### src/rtl/wpid_pkg.sv
`default_nettype none
// ----------------------------------------------------------------------------
// wpid_pkg
// Shared types, constants and register map of the windowed pid position servo.
// ----------------------------------------------------------------------------
package wpid_pkg;

	localparam int SAMPLE_BITS = 10;
	localparam int WINDOW_LEN  = 400;
	localparam int RING_AW     = $clog2(WINDOW_LEN);

	localparam int ERR_LIMIT   = 32767;
	localparam int SUM_LIMIT   = 600000;
	localparam int DRIVE_LIMIT = 1500;

	localparam int DRIVE_W = 12;
	localparam int ERR_W   = 16;
	localparam int SUM_W   = 21;
	localparam int RES_W   = DRIVE_W + ERR_W + SUM_W;
	localparam int OUT_TW  = ((RES_W + 7) / 8) * 8;
	localparam int IN_TW   = ((2 * SAMPLE_BITS + 7) / 8) * 8;

	localparam int FIFO_DEPTH = 8;
	localparam int FIFO_AW    = $clog2(FIFO_DEPTH);

	localparam int PADDR_W = 5;

	// register indexes
	localparam logic [2:0] REG_PROP_GAIN       = 3'd0;
	localparam logic [2:0] REG_INTEG_GAIN      = 3'd1;
	localparam logic [2:0] REG_DERIV_GAIN      = 3'd2;
	localparam logic [2:0] REG_DRIVE_OFFSET    = 3'd3;
	localparam logic [2:0] REG_COMMAND_FLOOR   = 3'd4;
	localparam logic [2:0] REG_COMMAND_CEILING = 3'd5;
	localparam logic [2:0] REG_WRAP_SPAN       = 3'd6;
	localparam logic [2:0] REG_WRAP_THRESHOLD  = 3'd7;

	localparam logic [23:0] RST_PROP_GAIN       = 24'd393216;
	localparam logic [23:0] RST_INTEG_GAIN      = 24'd655;
	localparam logic [23:0] RST_DERIV_GAIN      = 24'd65536;
	localparam logic [10:0] RST_DRIVE_OFFSET    = 11'd100;
	localparam logic [9:0]  RST_COMMAND_FLOOR   = 10'd128;
	localparam logic [9:0]  RST_COMMAND_CEILING = 10'd700;
	localparam logic [11:0] RST_WRAP_SPAN       = 12'd758;
	localparam logic [9:0]  RST_WRAP_THRESHOLD  = 10'd333;

	typedef struct packed {
		logic [23:0] prop_gain;
		logic [23:0] integ_gain;
		logic [23:0] deriv_gain;
		logic [10:0] drive_offset;
		logic [9:0]  command_floor;
		logic [9:0]  command_ceiling;
		logic [11:0] wrap_span;
		logic [9:0]  wrap_threshold;
	} wpid_cfg_t;

endpackage
`default_nettype wire

### src/rtl/wpid_out_fifo.sv
`default_nettype none
// ----------------------------------------------------------------------------
// wpid_out_fifo
// Result queue with credit count: input is taken only while a slot is
// reserved for every item in flight.
// ----------------------------------------------------------------------------
module wpid_out_fifo
	import wpid_pkg::*;
(
	input  wire logic              clk,
	input  wire logic              arst_n,
	input  wire logic              take,
	output logic                   can_take,
	input  wire logic              wr_en,
	input  wire logic [RES_W-1:0]  wr_data,
	output logic                   rd_valid,
	input  wire logic              rd_ready,
	output logic      [RES_W-1:0]  rd_data
);

	logic [RES_W-1:0]   buf_q [FIFO_DEPTH];
	logic [FIFO_AW-1:0] wr_ptr_q;
	logic [FIFO_AW-1:0] rd_ptr_q;
	logic [FIFO_AW:0]   count_q;
	logic [FIFO_AW:0]   credit_q;
	logic               pop;

	assign rd_valid = (count_q != '0);
	assign rd_data  = buf_q[rd_ptr_q];
	assign pop      = rd_valid && rd_ready;
	assign can_take = (credit_q < (FIFO_AW+1)'(FIFO_DEPTH));

	always_ff @(posedge clk) begin
		if (wr_en) begin
			buf_q[wr_ptr_q] <= wr_data;
		end
	end

	always_ff @(posedge clk or negedge arst_n) begin
		if (!arst_n) begin
			wr_ptr_q <= '0;
			rd_ptr_q <= '0;
			count_q  <= '0;
			credit_q <= '0;
		end else begin
			if (wr_en) begin
				wr_ptr_q <= wr_ptr_q + 1'b1;
			end
			if (pop) begin
				rd_ptr_q <= rd_ptr_q + 1'b1;
			end
			count_q  <= count_q + (FIFO_AW+1)'(wr_en) - (FIFO_AW+1)'(pop);
			credit_q <= credit_q + (FIFO_AW+1)'(take && can_take) - (FIFO_AW+1)'(pop);
		end
	end

endmodule
`default_nettype wire

### config.mk
export PLATFORM = sky130hd
export DESIGN_NAME = wpid_out_fifo
export DESIGN_NICKNAME = d
export VERILOG_FILES = /design/src/rtl/wpid_pkg.sv /design/src/rtl/wpid_out_fifo.sv
export SDC_FILE = /design/constraint.sdc
export NUM_CORES = 1
export LEC_CHECK = 0
export ABC_AREA = 1
export BUFFER_PORTS_ARGS = -buffer_cell sky130_fd_sc_hd__buf_2
export CORE_MARGIN = 5
export CORE_UTILIZATION = 52
export CTS_CLUSTER_DIAMETER = 50
export CTS_CLUSTER_SIZE = 25
export DETAILED_ROUTE_END_ITERATION = 12
export GPL_TIMING_DRIVEN = 0
export PLACE_DENSITY = 0.7
export SLEW_MARGIN = 20
export SYNTH_ARGS = -nofsm -noshare
export SYNTH_HDL_FRONTEND = slang
export SYNTH_SLANG_ARGS = --single-unit
### constraint.sdc
create_clock -name clk -period 6.2 [get_ports clk]
set_input_delay 0.31 -clock clk [delete_from_list [all_inputs] [get_ports clk]]
set_output_delay 0.31 -clock clk [all_outputs]
set_load 0.01 [all_outputs]
Yosys cells after proc, flatten, opt, wreduce, memory -nomap -nowiden
Memory sizes are Yosys's and may differ from the RTL's.
Index checks and enable logic that the tools add are counted.

word-level totals
  flip-flop bits (word level) = 14
  bits in writable memories = 392
  logic and storage cells = 17
  memories = 1

cells by class
  add/subtract/negate cells = 6
  order comparisons = 1
  multiplexer cells = 2
  reductions and logical operators = 3

memory list
  memory  depth  bits a word  rd ports  clocked after memory_dff  write ports  RTL line             RTL
  buf_q   8      49           1         0                         1            wpid_out_fifo.sv:21  logic [RES_W-1:0] buf_q [FIFO_DEPTH];

operators with widths
  kind                 number
  $add 4x1->4          2
  $sub 4x1->4          2
  $add 3x1->3 const B  2
  $lt 4x4->1 const B   1
  $reduce_bool 4->1    1
  $logic_and 1x1->1    2
  $mux 1               2

Depth between registers and ports, before layout
  word-level depth = 4
  depth in mapped cells = 10

Worst setup path before layout
Ideal clock, no wire load.

  kind = flip-flop to flip-flop
  start point = register wr_ptr_q[0]
  end point = memory buf_q[0][0] (netlist name), enable pin
  arrival = 2791 ps
  setup slack = 2953 ps
  cell stages (with the launch flop) = 3
  buffers on the path = 0
  clock period less this slack = 3247 ps
  cell sequence = dfrtp_1 -> or2_2 -> nor2_1

RTL lines
  item                    RTL line             RTL
  from (decl)             wpid_out_fifo.sv:22  logic [FIFO_AW-1:0] wr_ptr_q;
  from (signal assigned)  wpid_out_fifo.sv:47  wr_ptr_q <= wr_ptr_q + 1'b1;
  to (decl)               wpid_out_fifo.sv:21

Straight into the memory's write port.

Worst setup path in the final report
  start point = register rd_ptr_q[1]
  end point = output rd_data[22]

on the way
  cells in the longest elaborated chain, start to end = 1

ends and longest elaborated chain
  item                    RTL line             RTL
  from (decl)             wpid_out_fifo.sv:23  logic [FIFO_AW-1:0] rd_ptr_q;
  from (signal assigned)  wpid_out_fifo.sv:50  rd_ptr_q <= rd_ptr_q + 1'b1;
  $mem_v2 8x49            n/a
  to (decl)               wpid_out_fifo.sv:18  output logic [RES_W-1:0] rd_data

Every way passes these cells.

==> flow_summary.json <==
{
  "standard_cell_with_the_maximum_stage_delay_on_the_critical_path": "sky130_fd_sc_hd__clkbuf_1",
  "hp-class": "input port to register",
  "layout.cells.most_common_list": "654 x sky130_fd_sc_hd__nand2_1, 408 x sky130_fd_sc_hd__inv_1, 392 x sky130_fd_sc_hd__edfxtp_1",
  "vias": 12167,
  "crit_path_cell_trace": "buf_4, inv_4, clkbuf_1, nand3_1, nand2_1, nand2_1, nand2_1, buf_2",
  "seq_area_frac_synth_pct": 67.95,
  "nNetsFinal": 2009,
  "ctsHtreeMaxLevel": 2,
  "setup_slack_of_the_worst_register_to_register_path_ns": 4.04,
  "cts.sinks": 406,
  "achievable-frequency_mhz": 375.3,
  "clock-root-buffer": "sky130_fd_sc_hd__clkbuf_16",
  "average_footprint_of_a_synthesized_cell_um2": 10.02,
  "track_usage_pct": 22.22,
  "first_global_vias": 12066,
  "period_minus_slack_ns": 2.665,
  "core_area_mm2": 0.03370,
  "worst_hold_startpoint": "wr_data[33]",
  "average_routed_wire_per_standard_cell_um": 17.59,
  "critical_path.most_common_cell": "sky130_fd_sc_hd__nand2_1",
  "layout-drive-gt1-share_pct": 12.97,
  "layout_worst_path_cycle_share_pct": 42.98,
  "viasPerCell": 5.015,
  "cts_tree": "done",
  "initial_utilization_pct": 52.93,
  "peakVddDrop_uv": 346.8,
  "estimated_wirelength_of_the_detail_placed_design_um": 27480,
  "slew_viol_final": 0,
  "globalRoute.totalOverflow": 0,
  "required_ns": 5.89,
  "synth.top_cells.by_area": "sky130_fd_sc_hd__edfxtp_1 66%, sky130_fd_sc_hd__nand2_1 14%, sky130_fd_sc_hd__inv_1 8.6%",
  "crit-reg2reg-capture": "buf_q[4][23]",
  "timing.setup.critical_path_class": "register to output pin",
  "postRouteAntennaNets": 0,
  "finalWeightedCongestion": 0.7714,
  "die_width_um": 195.2,
  "endpoint_kind": "output pin",
  "timing.max_cap.violations": 0,
  "power_density_mw_per_mm2": 452.0,
  "worst_hold_path.endpoint": "buf_q[4][33]",
  "multi_input_area_mm2": 0.003815,
  "worst_setup_path_startpoint": "rd_ptr_q[1]",
  "yosysTopAreaCellShare_pct": 65.99,
  "total_power_mw": 9.362,
  "areaGrowthSynthToFinish_pct": 16.11,
  "final-seq-area_mm2": 0.01212,
  "yosys_warnings": 0,
  "routed_wirelength_um": 42660,
  "number_of_antenna_violations_at_the_first_check_in_global_routing": 4,
  "finalHoldViolCount": 0,
  "cts.repair.resized": 0,
  "path_max_fanout": 10,
  "worst_setup_start_kind": "register",
  "drt_pass1_iterations": 5,
  "syn-num-nets": 1846,
  "worst_pin_slew_ns": 0.7811,
  "drt_iter0_drc": 947,
  "port_buffers": 104,
  "remaining_drc_errors": 0,
  "postSynthRegisterBits": 406,
  "grt_start_max_net_pins": 23,
  "skew_ns": 0.02082,
  "row_count": 67,
  "synth.distinct_cells": 19,
  "postSynthCellCount": 1781,
  "i_o_pin_total": 105,
  "die_y_um": 195.2,
  "critical-path-max-stage-delay_ns": 0.52,
  "hold_depth": 1,
  "fin_tns_setup_ns": 0,
  "reg2reg_depth": 4,
  "clkSlewWorstSetupHoldPaths_ns": 0.07,
  "synth_top_cell_by_area": "sky130_fd_sc_hd__edfxtp_1",
  "clk-insertion-delay-late_ns": 0.54,
  "finalSetupViolations": 0,
  "layout.cells.most_common": "sky130_fd_sc_hd__nand2_1",
  "cts_made_buffers": 39,
  "status": "completed",
  "die_area_mm2": 0.03811,
  "whs_ns": 0.04066,
  "cp.arrival_ns": 2.35,
  "worst_r2r_startpoint": "wr_ptr_q[0]",
  "grt_pass1_wl_um": 66200,
  "fillerInstances": 2691,
  "grt_setup_unrepaired": "false",
  "final_core_utilization_pct": 61.46,
  "ctsLongestPathBuffers": 3,
  "post_synth_instance_area_mm2": 0.01784,
  "worst_slew_margin_rel_pct": 47.81,
  "power_leakage_nw": 9.678
}
[routing by layer]
metal / vias to the layer above / track usage (%) / wire (µm)
li1: 5868 / - / -
met1: 5756 / 28.00 / 16750
met2: 449 / 38.88 / 21080
met3: 90 / 4.549 / 3536
met4: 4 / 6.905 / 1270
met5: - / 0 / 32
[cells by family (layout without fill, tap and decap cells)]
| group | count (synthesis) | count (layout) | synth area share [%] |
|---|---|---|---|
| buf+inv | 485 | 678 | 11.00 |
| compound gates | 5 | 5 | 0.1403 |
| flops | 406 | 406 | 67.95 |
| simple gates | 866 | 866 | 19.66 |
| xor+xnor | 8 | 8 | 0.3928 |
| other cells | 0 | 4 | 0 |
| fa+ha+maj | 11 | 11 | 0.8557 |
[report_power, final]
part	leakage [nW]	switching (mW)	internal [mW]	total, mW
Clock	0.625	1.11	1.30	2.41
Combinational	5.33	2.41	1.13	3.54
Sequential	3.73	0.0782	3.34	3.41
[repair_timing]
item | 4_1_cts | 5_1_grt
hold buffers | 1 | 0
endpoints found under the hold margin | 14 | 0
setup buffers | 0 | 0
[Yosys cell counts, drive strengths merged]
library cell,count
nand2,654
inv,410
edfxtp,392
nand3,203
buf,64
dfrtp,14
clkbuf,11
ha,9
nor2,8
xor2,5
o21ai,3
xnor2,3
a21oi,2
fa,2
or2,1
[critical path: cells and delay by family (launching register included)]
kind                   cells  cell delay [ns]
buffers and inverters      4             0.99
flip-flops                 1             0.38
AND/OR/NAND/NOR            4             0.44
[state kept, by name (all words and copies together) (netlist names)]
name / flops
buf_q: 392
count_q: 4
credit_q: 4
rd_ptr_q: 3
wr_ptr_q: 3
[worst max-delay path by stage]
stage / end / cells after the start
after floorplan: buf_q[0][0] / 2
after global placement: buf_q[0][25] / 4
after detailed placement: buf_q[4][25] / 6
after CTS: rd_data[22] / 8
after global routing: rd_data[22] / 8
final: rd_data[22] / 8
[layout make-up]
cell class	instances	area share [%]
antenna	4	0.04833
buffer	75	2.018
clock buffer	44	5.008
clock inverter	27	1.244
inverter	410	7.454
multi-input combinational	890	18.42
sequential	406	58.52
tap	448	2.706
timing repair buffer	122	4.579
[per-stage QoR]
stage	setup slack (ns)	std cells	area (µm²)
detailed placement	3.920	2350	19400
finish	3.535	2426	20710
global placement	0.7585	2333	18920
CTS	3.547	2422	20700
global route	3.382	2424	20710
floorplan	2.953	1781	17840
No activity file was read; power rests on OpenSTA's default activity.
