===== src/rtl/wpid_pkg.sv =====
`default_nettype none
// ----------------------------------------------------------------------------
// wpid_pkg
// Shared types, constants and register map of the windowed pid position servo.
// ----------------------------------------------------------------------------
package wpid_pkg;

	localparam int SAMPLE_BITS = 10;
	localparam int WINDOW_LEN  = 400;
	localparam int RING_AW     = $clog2(WINDOW_LEN);

	localparam int ERR_LIMIT   = 32767;
	localparam int SUM_LIMIT   = 600000;
	localparam int DRIVE_LIMIT = 1500;

	localparam int DRIVE_W = 12;
	localparam int ERR_W   = 16;
	localparam int SUM_W   = 21;
	localparam int RES_W   = DRIVE_W + ERR_W + SUM_W;
	localparam int OUT_TW  = ((RES_W + 7) / 8) * 8;
	localparam int IN_TW   = ((2 * SAMPLE_BITS + 7) / 8) * 8;

	localparam int FIFO_DEPTH = 8;
	localparam int FIFO_AW    = $clog2(FIFO_DEPTH);

	localparam int PADDR_W = 5;

	// register indexes
	localparam logic [2:0] REG_PROP_GAIN       = 3'd0;
	localparam logic [2:0] REG_INTEG_GAIN      = 3'd1;
	localparam logic [2:0] REG_DERIV_GAIN      = 3'd2;
	localparam logic [2:0] REG_DRIVE_OFFSET    = 3'd3;
	localparam logic [2:0] REG_COMMAND_FLOOR   = 3'd4;
	localparam logic [2:0] REG_COMMAND_CEILING = 3'd5;
	localparam logic [2:0] REG_WRAP_SPAN       = 3'd6;
	localparam logic [2:0] REG_WRAP_THRESHOLD  = 3'd7;

	localparam logic [23:0] RST_PROP_GAIN       = 24'd393216;
	localparam logic [23:0] RST_INTEG_GAIN      = 24'd655;
	localparam logic [23:0] RST_DERIV_GAIN      = 24'd65536;
	localparam logic [10:0] RST_DRIVE_OFFSET    = 11'd100;
	localparam logic [9:0]  RST_COMMAND_FLOOR   = 10'd128;
	localparam logic [9:0]  RST_COMMAND_CEILING = 10'd700;
	localparam logic [11:0] RST_WRAP_SPAN       = 12'd758;
	localparam logic [9:0]  RST_WRAP_THRESHOLD  = 10'd333;

	typedef struct packed {
		logic [23:0] prop_gain;
		logic [23:0] integ_gain;
		logic [23:0] deriv_gain;
		logic [10:0] drive_offset;
		logic [9:0]  command_floor;
		logic [9:0]  command_ceiling;
		logic [11:0] wrap_span;
		logic [9:0]  wrap_threshold;
	} wpid_cfg_t;

endpackage
`default_nettype wire


===== src/rtl/wpid_cfg_regs.sv =====
`default_nettype none
// ----------------------------------------------------------------------------
// wpid_cfg_regs
// Register bank behind the configuration port, write and read back.
// ----------------------------------------------------------------------------
module wpid_cfg_regs
	import wpid_pkg::*;
(
	input  wire logic               clk,
	input  wire logic               arst_n,
	input  wire logic               psel,
	input  wire logic               penable,
	input  wire logic               pwrite,
	input  wire logic [PADDR_W-1:0] paddr,
	input  wire logic [31:0]        pwdata,
	output logic      [31:0]        prdata,
	output logic                    pready,
	output wpid_cfg_t               cfg
);

	wpid_cfg_t  cfg_q;
	logic       wr_en;
	logic [2:0] idx;

	assign pready = 1'b1;
	assign wr_en  = psel && penable && pwrite && pready;
	assign idx    = paddr[4:2];
	assign cfg    = cfg_q;

	always_ff @(posedge clk or negedge arst_n) begin
		if (!arst_n) begin
			cfg_q.prop_gain       <= RST_PROP_GAIN;
			cfg_q.integ_gain      <= RST_INTEG_GAIN;
			cfg_q.deriv_gain      <= RST_DERIV_GAIN;
			cfg_q.drive_offset    <= RST_DRIVE_OFFSET;
			cfg_q.command_floor   <= RST_COMMAND_FLOOR;
			cfg_q.command_ceiling <= RST_COMMAND_CEILING;
			cfg_q.wrap_span       <= RST_WRAP_SPAN;
			cfg_q.wrap_threshold  <= RST_WRAP_THRESHOLD;
		end else if (wr_en) begin
			unique case (idx)
				REG_PROP_GAIN:       cfg_q.prop_gain       <= pwdata[23:0];
				REG_INTEG_GAIN:      cfg_q.integ_gain      <= pwdata[23:0];
				REG_DERIV_GAIN:      cfg_q.deriv_gain      <= pwdata[23:0];
				REG_DRIVE_OFFSET:    cfg_q.drive_offset    <= pwdata[10:0];
				REG_COMMAND_FLOOR:   cfg_q.command_floor   <= pwdata[9:0];
				REG_COMMAND_CEILING: cfg_q.command_ceiling <= pwdata[9:0];
				REG_WRAP_SPAN:       cfg_q.wrap_span       <= pwdata[11:0];
				REG_WRAP_THRESHOLD:  cfg_q.wrap_threshold  <= pwdata[9:0];
				default: ;
			endcase
		end
	end

	always_comb begin
		prdata = '0;
		unique case (idx)
			REG_PROP_GAIN:       prdata = {8'b0, cfg_q.prop_gain};
			REG_INTEG_GAIN:      prdata = {8'b0, cfg_q.integ_gain};
			REG_DERIV_GAIN:      prdata = {8'b0, cfg_q.deriv_gain};
			REG_DRIVE_OFFSET:    prdata = {21'b0, cfg_q.drive_offset};
			REG_COMMAND_FLOOR:   prdata = {22'b0, cfg_q.command_floor};
			REG_COMMAND_CEILING: prdata = {22'b0, cfg_q.command_ceiling};
			REG_WRAP_SPAN:       prdata = {20'b0, cfg_q.wrap_span};
			REG_WRAP_THRESHOLD:  prdata = {22'b0, cfg_q.wrap_threshold};
			default:             prdata = '0;
		endcase
	end

endmodule
`default_nettype wire


===== config.mk =====
export PLATFORM = sky130hd
export DESIGN_NAME = wpid_cfg_regs
export DESIGN_NICKNAME = d
export VERILOG_FILES = /design/src/rtl/wpid_pkg.sv /design/src/rtl/wpid_cfg_regs.sv
export SDC_FILE = /design/constraint.sdc
export NUM_CORES = 1
export LEC_CHECK = 0
export BUFFER_PORTS_ARGS = -buffer_cell sky130_fd_sc_hd__buf_2
export CAP_MARGIN = 20
export CORE_UTILIZATION = 51
export CTS_CLUSTER_DIAMETER = 80
export DETAILED_ROUTE_END_ITERATION = 10
export GPL_ROUTABILITY_DRIVEN = 1
export PLACE_DENSITY = 0.93
export SETUP_SLACK_MARGIN = 0.5
export SYNTH_ARGS = -nofsm -noshare
export SYNTH_HDL_FRONTEND = slang
export SYNTH_SLANG_ARGS = --single-unit
export TNS_END_PERCENT = 20

===== constraint.sdc =====
create_clock -name clk -period 1.4 [get_ports clk]
set_input_delay 0.07 -clock clk [delete_from_list [all_inputs] [get_ports clk]]
set_output_delay 0.07 -clock clk [all_outputs]
set_load 0.02 [all_outputs]

# After elaboration in Yosys (flattened, before gate mapping)
# Index checks and enable logic that the tools add are counted.
# W data, S select, Z words.
# op_classes
n_eq_ne	7
muxes	1
reduce_logical	11
# op_table
operator	count
$pmux W32 S8	1
$reduce_and A2 Y1	8
$eq A3 B3 Y1 const B	4
$eq A3 B2 Y1 const B	2
$eq A3 B1 Y1 const B	1
$logic_not A3 Y1	1
$logic_and A1 B1 Y1	2
# word_totals
regBits	125
input_bits	42
output_inout_bits	158
word_cells	27

# Longest topological paths before layout
# Gate-level depths: netlist of the first run.
# depth
depth_word	3
mapped_depth	6

# Least setup slack after synthesis of the first run
# Ideal clock, no wire load.
# synth_path
path_type	input -> register
startpoint	input paddr[3]
endpoint	register cfg_q (netlist bit cfg[101])
setup_time_ps	125
arrival_time_ps	1264
t_required_ps	1275
setup_slack_ps	11
path_stages	6
n_path_buf	3
cell_sequence	buf_6 -> nand4b_4 -> or3_1 -> buf_2 -> buf_6 -> mux2_4
# synth_between
elab_chain_len	2
# synth_lines
item	line_no	rtl
start, declared	wpid_cfg_regs.sv:14	input wire logic [PADDR_W-1:0] paddr,
$logic_not A3 Y1	wpid_cfg_regs.sv:41	unique case (idx)
$reduce_and A2 Y1 (no source line)	--	
end, declared	wpid_cfg_regs.sv:21	wpid_cfg_t cfg_q;
# Every way passes these cells.
# A chain may end at the register's enable or synchronous reset.

# Worst setup path after layout of the first run
# layout_path
startpoint	register cfg_q (netlist bit cfg[15])
endpoint	output prdata[5]
# layout_between
elab_chain_len	1
# layout_lines
item	line_no	rtl
$pmux W32 S8	wpid_cfg_regs.sv:57	unique case (idx)
end, declared	wpid_cfg_regs.sv:16	output logic [31:0] prdata,
# Every way passes these cells. The select of a mux whose other input is x is not followed.

==> results of run 1 <==
-- report_power, final --
part	internal, mW	switching [mW]	total (mW)	leakage (nW)
logic	3.05	2.60	5.65	3.01
clock network	3.11	1.64	4.75	0.305
registers	4.47	0.822	5.29	1.52
-- per-layer routing --
layer  track usage (%)  up-vias  routed length, um
met3              9.96      125               2130
met2              62.6      390              12300
met4              18.0        0               1300
li1                  -     2189                  -
met5                 0        -                  0
met1              40.3     2754               8830
-- worst min-delay path by stage --
stage | endpoint | from | cells after the start
finish | cfg[69]$_DFFE_PN1P_ | arst_n | 2
global route | cfg[69]$_DFFE_PN1P_ | arst_n | 2
CTS | cfg[69]$_DFFE_PN1P_ | arst_n | 2
detailed placement | cfg[96]$_DFFE_PN0P_ | arst_n | 1
global placement | cfg[96]$_DFFE_PN0P_ | arst_n | 1
floorplan | cfg[100]$_DFFE_PN0P_ | arst_n | 0
-- cell usage after synthesis, types with 2 or more instances --
master    number  area (um^2)
nand3_1        2         10.0
or3_1          2         12.5
a22oi_1        2         15.0
dfstp_2       31          815
conb_1         2         7.51
nor2_1        44          165
dfrtp_1       94         2350
o22a_1         9         78.8
nand2b_1       5         31.3
a211oi_1       9         67.6
nand2_1        6         22.5
buf_1          2         7.51
a21oi_1       16         80.1
mux2_4        20          300
mux2_2       104         1170
buf_4         11         82.6
nor2b_1        2         12.5
buf_6          3         33.8
o22ai_1        8         50.1
buf_2         12         60.1
mux2i_1       39          390
clkbuf_1       9         33.8
a31oi_1        2         12.5
a21o_1         2         15.0
nor2_2         3         18.8
-- cells by family (layout without fill, tap and decap cells) --
group / Yosys count / after routing / synth area share (%)
other: 2 / 9 / 0.127
AOI/OAI and AO/OA: 50 / 50 / 5.60
and+or+nand+nor: 69 / 69 / 5.56
buffers and inverters: 38 / 340 / 3.74
DFF: 125 / 125 / 53.5
muxes: 163 / 163 / 31.5
-- repair_timing --
| item | in CTS | in global routing |
|---|---|---|
| hold buffers | 26 | 0 |
| setup buffers | 33 | 26 |
| gates resized for setup | 319 | 84 |
| endpoints found under the setup margin | 239 | 265 |
| endpoints found under the hold margin | 209 | 0 |
| gates cloned | 0 | 2 |
| pin swaps | 28 | 21 |
-- stage by stage --
stage	setup TNS, ns	total power [mW]
floorplan	0	7.17
global placement	-2.80	8.37
detailed placement	-2.83	8.54
CTS	-2.92	14.7
global route	-6.27	16.1
finish	-5.26	15.7
-- layout by cell type, fill, tap and decap left out, drive strengths merged, types with 9 or more instances in the layout --
master / count
buf: 279
o22a: 9
conb: 9
mux2: 124
mux2i: 39
nor2: 47
a21oi: 16
clkbuf: 27
dfrtp: 94
dfstp: 31
dlygate4sd3: 26
a211oi: 9
-- worst max-delay path, cell delays in order (launching register included) --
cell	delay, ns
dfstp_2	0.56
mux2i_1	0.10
a211oi_2	0.23
o22a_1	0.24
buf_6	0.14
-- final cells by class --
cell class                      count  area (um^2)
Sequential cell                   125         3170
Timing Repair Buffer              307         3110
Multi-Input combinational cell    291         2860
Fill cell                         416         1130
Clock buffer                       25          485
Tap cell                          140          175
Clock inverter                      7          135
Inverter                            1         3.75
==> run metrics, run 1 <==
outcome complete, but fails checks; violated checks negative setup slack; Critical Path RT 1.33 ns; Final Worst Setup Slack -0.362 ns; synth unique cells 33; largest net degree at the start of global routing 71; DR WL/cell 27.4 um; Async SR Flop Fraction 100%; Worst Setup End Kind output pin; min Tclk post-route 1.76 ns; reg2reg end cfg[73]$_DFFE_PN0P_; core area 11100 um^2; Hold WC Path Type input port to async pin; via count 5458; antenna violations before repair 0; CTS H-tree depth 4; register area share after synthesis 53.5%; Final Setup Violations 24; worst r2r src cfg[73]$_DFFE_PN0P_; Placement Setup Slack -0.0930 ns; Die Wd 110 um; Clock Tree Buf Depth 2; post-route clock period utilization 126%; # placed instances 777; input/output buffers 180; number of flip-flops in the largest register 125; vias per cell 6.09; die area 12000 um^2; Core Util, Final 89.8%; Post-synth EDFFs 0; dpl cell area 7230 um^2; GP Congestion 0.807; clock sinks 125; Critical Path Fanout Max 3; Max Cap Violations 0; Nets 785; Post-Syn Instances 447; register bit total from synthesis 125; DRC viols 0; power density over cell area 1580 nW/um^2; max-slew violations 0; CP Class register to output pin; Leak Pwr 4.83 nW; Critical Path Sink prdata[5]; Initial DRT Pass Iterations 6; Finished Cell Area 9950 um^2; Setup crit start cfg[15]$_DFFE_PN1P_; skew final 0 ns; aggregate global routing overflow 0; Reg2Reg Depth 4; Cell Rows 38; RSZ-0062 raised after global routing true; Max Fclk 567 MHz; CP Launch Type register; WHS 0.203 ns; drt first-iter violations 427; CTS tree done; Area Growth Syn to Fin 68.1%; share of cells above drive strength 1 65.3%; internal reg-to-reg setup slack 0.29 ns; initial core utilization 53.4%; Clk Latency, worst-skew pair 0.42 ns; syn_area_per_cell 13.2 um^2; top_reg_cell synth dfrtp_1; Worst-path clk slew 0.06 ns; peak supply drop 1290 uV; Fin. Hold Viols 0; number of global-route vias before repair 5488; first-pass GRT wire length 31000 um; TritonCTS buffer count 17; cell area after synthesis 5920 um^2; final wirelength 24500 um; GRT Total Usage 35.9%; root buffer cell clkbuf_16; die height 110 um; Antenna Nets Post-Route 0; Data arrival, critical path 1.69 ns; number of diodes 0; # IOs 200; post-layout instance count excluding filler cells 896; detailed placement HPWL 11800 um; Yosys warning count 0
(Power assumes the default switching activity.)
==> run 2, diff against run 1 <==
--- a/config.mk
+++ b/config.mk
@@ -7,11 +7,13 @@
 export LEC_CHECK = 0
 export BUFFER_PORTS_ARGS = -buffer_cell sky130_fd_sc_hd__buf_2
 export CAP_MARGIN = 20
+export CORE_MARGIN = 1
 export CORE_UTILIZATION = 51
 export CTS_CLUSTER_DIAMETER = 80
 export DETAILED_ROUTE_END_ITERATION = 10
 export GPL_ROUTABILITY_DRIVEN = 1
 export PLACE_DENSITY = 0.93
+export REMOVE_ABC_BUFFERS = 1
 export SETUP_SLACK_MARGIN = 0.5
 export SYNTH_ARGS = -nofsm -noshare
 export SYNTH_HDL_FRONTEND = slang
==> run metrics, run 2 (synthesized netlist as in run 1, its figures left out) <==
drt first-iter violations 639 (+50%); Final TNS setup -5.11 ns (+0.147 ns); slowest stage delay, CP 0.55 ns (about the same); via count 5743 (+5.2%); first-pass GRT wire length 33600 um (+8.5%); Buffers & Inverters on Critical Path 1 (unchanged); GRT Total Usage 39.2% (+3.3 points); Finished Cell Area 10000 um^2 (+0.87%); grt met3 use 9.96% (unchanged); Net Switching 5.35 mW (+5.7%); outcome complete, but fails checks; post-route clock period utilization 127% (+1.1 points); # placed instances 781 (+0.51%); violated checks negative setup slack; Seq pwr share 33.3% (-0.4 points); Critical Path RT 1.33 ns (about the same); clock group share of total power 30.3% (about the same); GR met2 Demand/Resource 65.4% (+2.8 points); Initial DRT Pass Iterations 5 (-1); CP Cell Sequence mux2i_1 -> a211oi_2 -> o22a_1 -> buf_6; Area Growth Syn to Fin 69.5%; Max Fclk 562 MHz (-0.90%); CP Launch Type register; Antenna Nets Post-Route 0 (unchanged); Fin. Hold Viols 0 (unchanged); DRC viols 0 (unchanged); grt peak-use layer met2; aggregate global routing overflow 0 (unchanged); Comb pwr share 36.4% (+0.4 points); met1 usage 45.9% (+5.6 points); power density over cell area 1590 nW/um^2 (+0.66%); GP Congestion 0.850 (+5.4%); Clk Latency, worst-skew pair 0.42 ns (about the same); Clock Tree Buf Depth 2 (unchanged); RSZ-0062 raised after global routing true; share of cells above drive strength 1 66.4% (+1.1 points); Final Worst Setup Slack -0.378 ns (-0.0160 ns); Data arrival, critical path 1.71 ns (+0.02 ns); post-layout instance count excluding filler cells 895 (-0.11%); Worst-path clk slew 0.07 ns (about the same); max-slew violations 0 (unchanged); Final Setup Violations 24 (unchanged); input/output buffers 180 (unchanged); number of global-route vias before repair 5721 (+4.2%); core area 11100 um^2 (unchanged); largest net degree at the start of global routing 50 (-30%); TritonCTS buffer count 17 (unchanged); top cell family by delay on the critical path flip-flops; Slowest-stage cell, CP dfstp_2; Hold WC Path Type input port to register; Critical Path Fanout Max 2 (-1); min Tclk post-route 1.78 ns (+0.0160 ns); Nets 783 (-0.25%); Leak Pwr 4.83 nW (about the same); Max Cap Violations 0 (unchanged); antenna violations before repair 1 (+1); DR WL/cell 29.7 um (+8.5%); Worst Setup End Kind output pin; initial core utilization 53.4% (unchanged); Cell Rows 38 (unchanged); detailed placement HPWL 12000 um (+2.0%); skew final 0 ns (unchanged); CP Class register to output pin; number of flip-flops in the largest register 125 (unchanged); die area 12000 um^2 (unchanged); clock sinks 125 (unchanged); vias per cell 6.42 (+5.3%); final wirelength 26600 um (+8.4%); dpl cell area 7260 um^2 (+0.42%); Int Pwr 10.6 mW (-0.43%); root buffer cell clkbuf_16; Die Wd 110 um (unchanged); switch share 33.6% (+1.3 points); peak supply drop 1120 uV (-13%); commonest non-fill, non-tap cells in the layout buf_6, dfrtp_1, mux2_4; die height 110 um (unchanged); commonest non-fill, non-tap cell in the layout buf_6; total power 15.9 mW (+1.5%); # IOs 200 (unchanged); CTS H-tree depth 4 (unchanged); CTS tree done; Placement Setup Slack -0.123 ns (-0.0299 ns)
## run 2: power groups by stage
stage          Clock, mW  Combinational [mW]  Sequential [mW]
6_report            4.82                5.79             5.31
5_1_grt             4.96                5.99             5.33
4_1_cts             4.65                4.91             5.13
3_5_place_dp           0                3.47             5.10
3_3_place_gp           0                3.37             5.02
2_1_floorplan          0                1.21             5.87
## run 2: area by class of cell
cell class	instances	area [um^2]
diodes	1	2.50
clock buffers	21	450
inverters	1	3.75
fillers	337	1050
well taps	140	175
repair buffers	305	3140
flip-flops and latches	125	3170
multi-input cells	291	2930
clock inverters	11	168
## run 2: metrics by stage
step / util [%] / hold slack [ns]
after floorplan: - / -0.226
after global routing: 90.6 / 0.0157
after detailed placement: 65.6 / 0.0350
after global placement: 65.6 / 0.0277
after CTS: 84.4 / 0.00368
final: 90.6 / 0.00889
## run 2: repair_timing
action,in CTS,in global routing
gates cloned,0,3
setup endpoints to repair,269,293
hold endpoints to repair,99,0
hold buffers,21,0
gates resized for setup,311,119
buffers inserted,35,22
pin swaps,22,19
## run 2: path summary, 6_finish.rpt
path	from	to	slack, ns	depth (start not counted)
worst max-delay path	cfg[12]$_DFFE_PN1P_	prdata[2]	-0.38	4
worst min-delay path	pwdata[9]	cfg[62]$_DFFE_PN0P_	0.009	2
worst max register to register	cfg[114]$_DFFE_PN0P_	cfg[114]$_DFFE_PN0P_	0.36	3
worst min register to register	cfg[94]$_DFFE_PN0P_	cfg[94]$_DFFE_PN0P_	0.57	1
max in group asynchronous	arst_n	cfg[29]$_DFFE_PN1P_	0.63	3
min in group asynchronous	arst_n	cfg[33]$_DFFE_PN0P_	0.12	2
## run 2: metal layers
metal | up-vias | share of wire (%)
met3 | 168 | 9.6
met2 | 537 | 48
met4 | 0 | 6.5
li1 | 2180 | -
met5 | - | 0
met1 | 2858 | 36
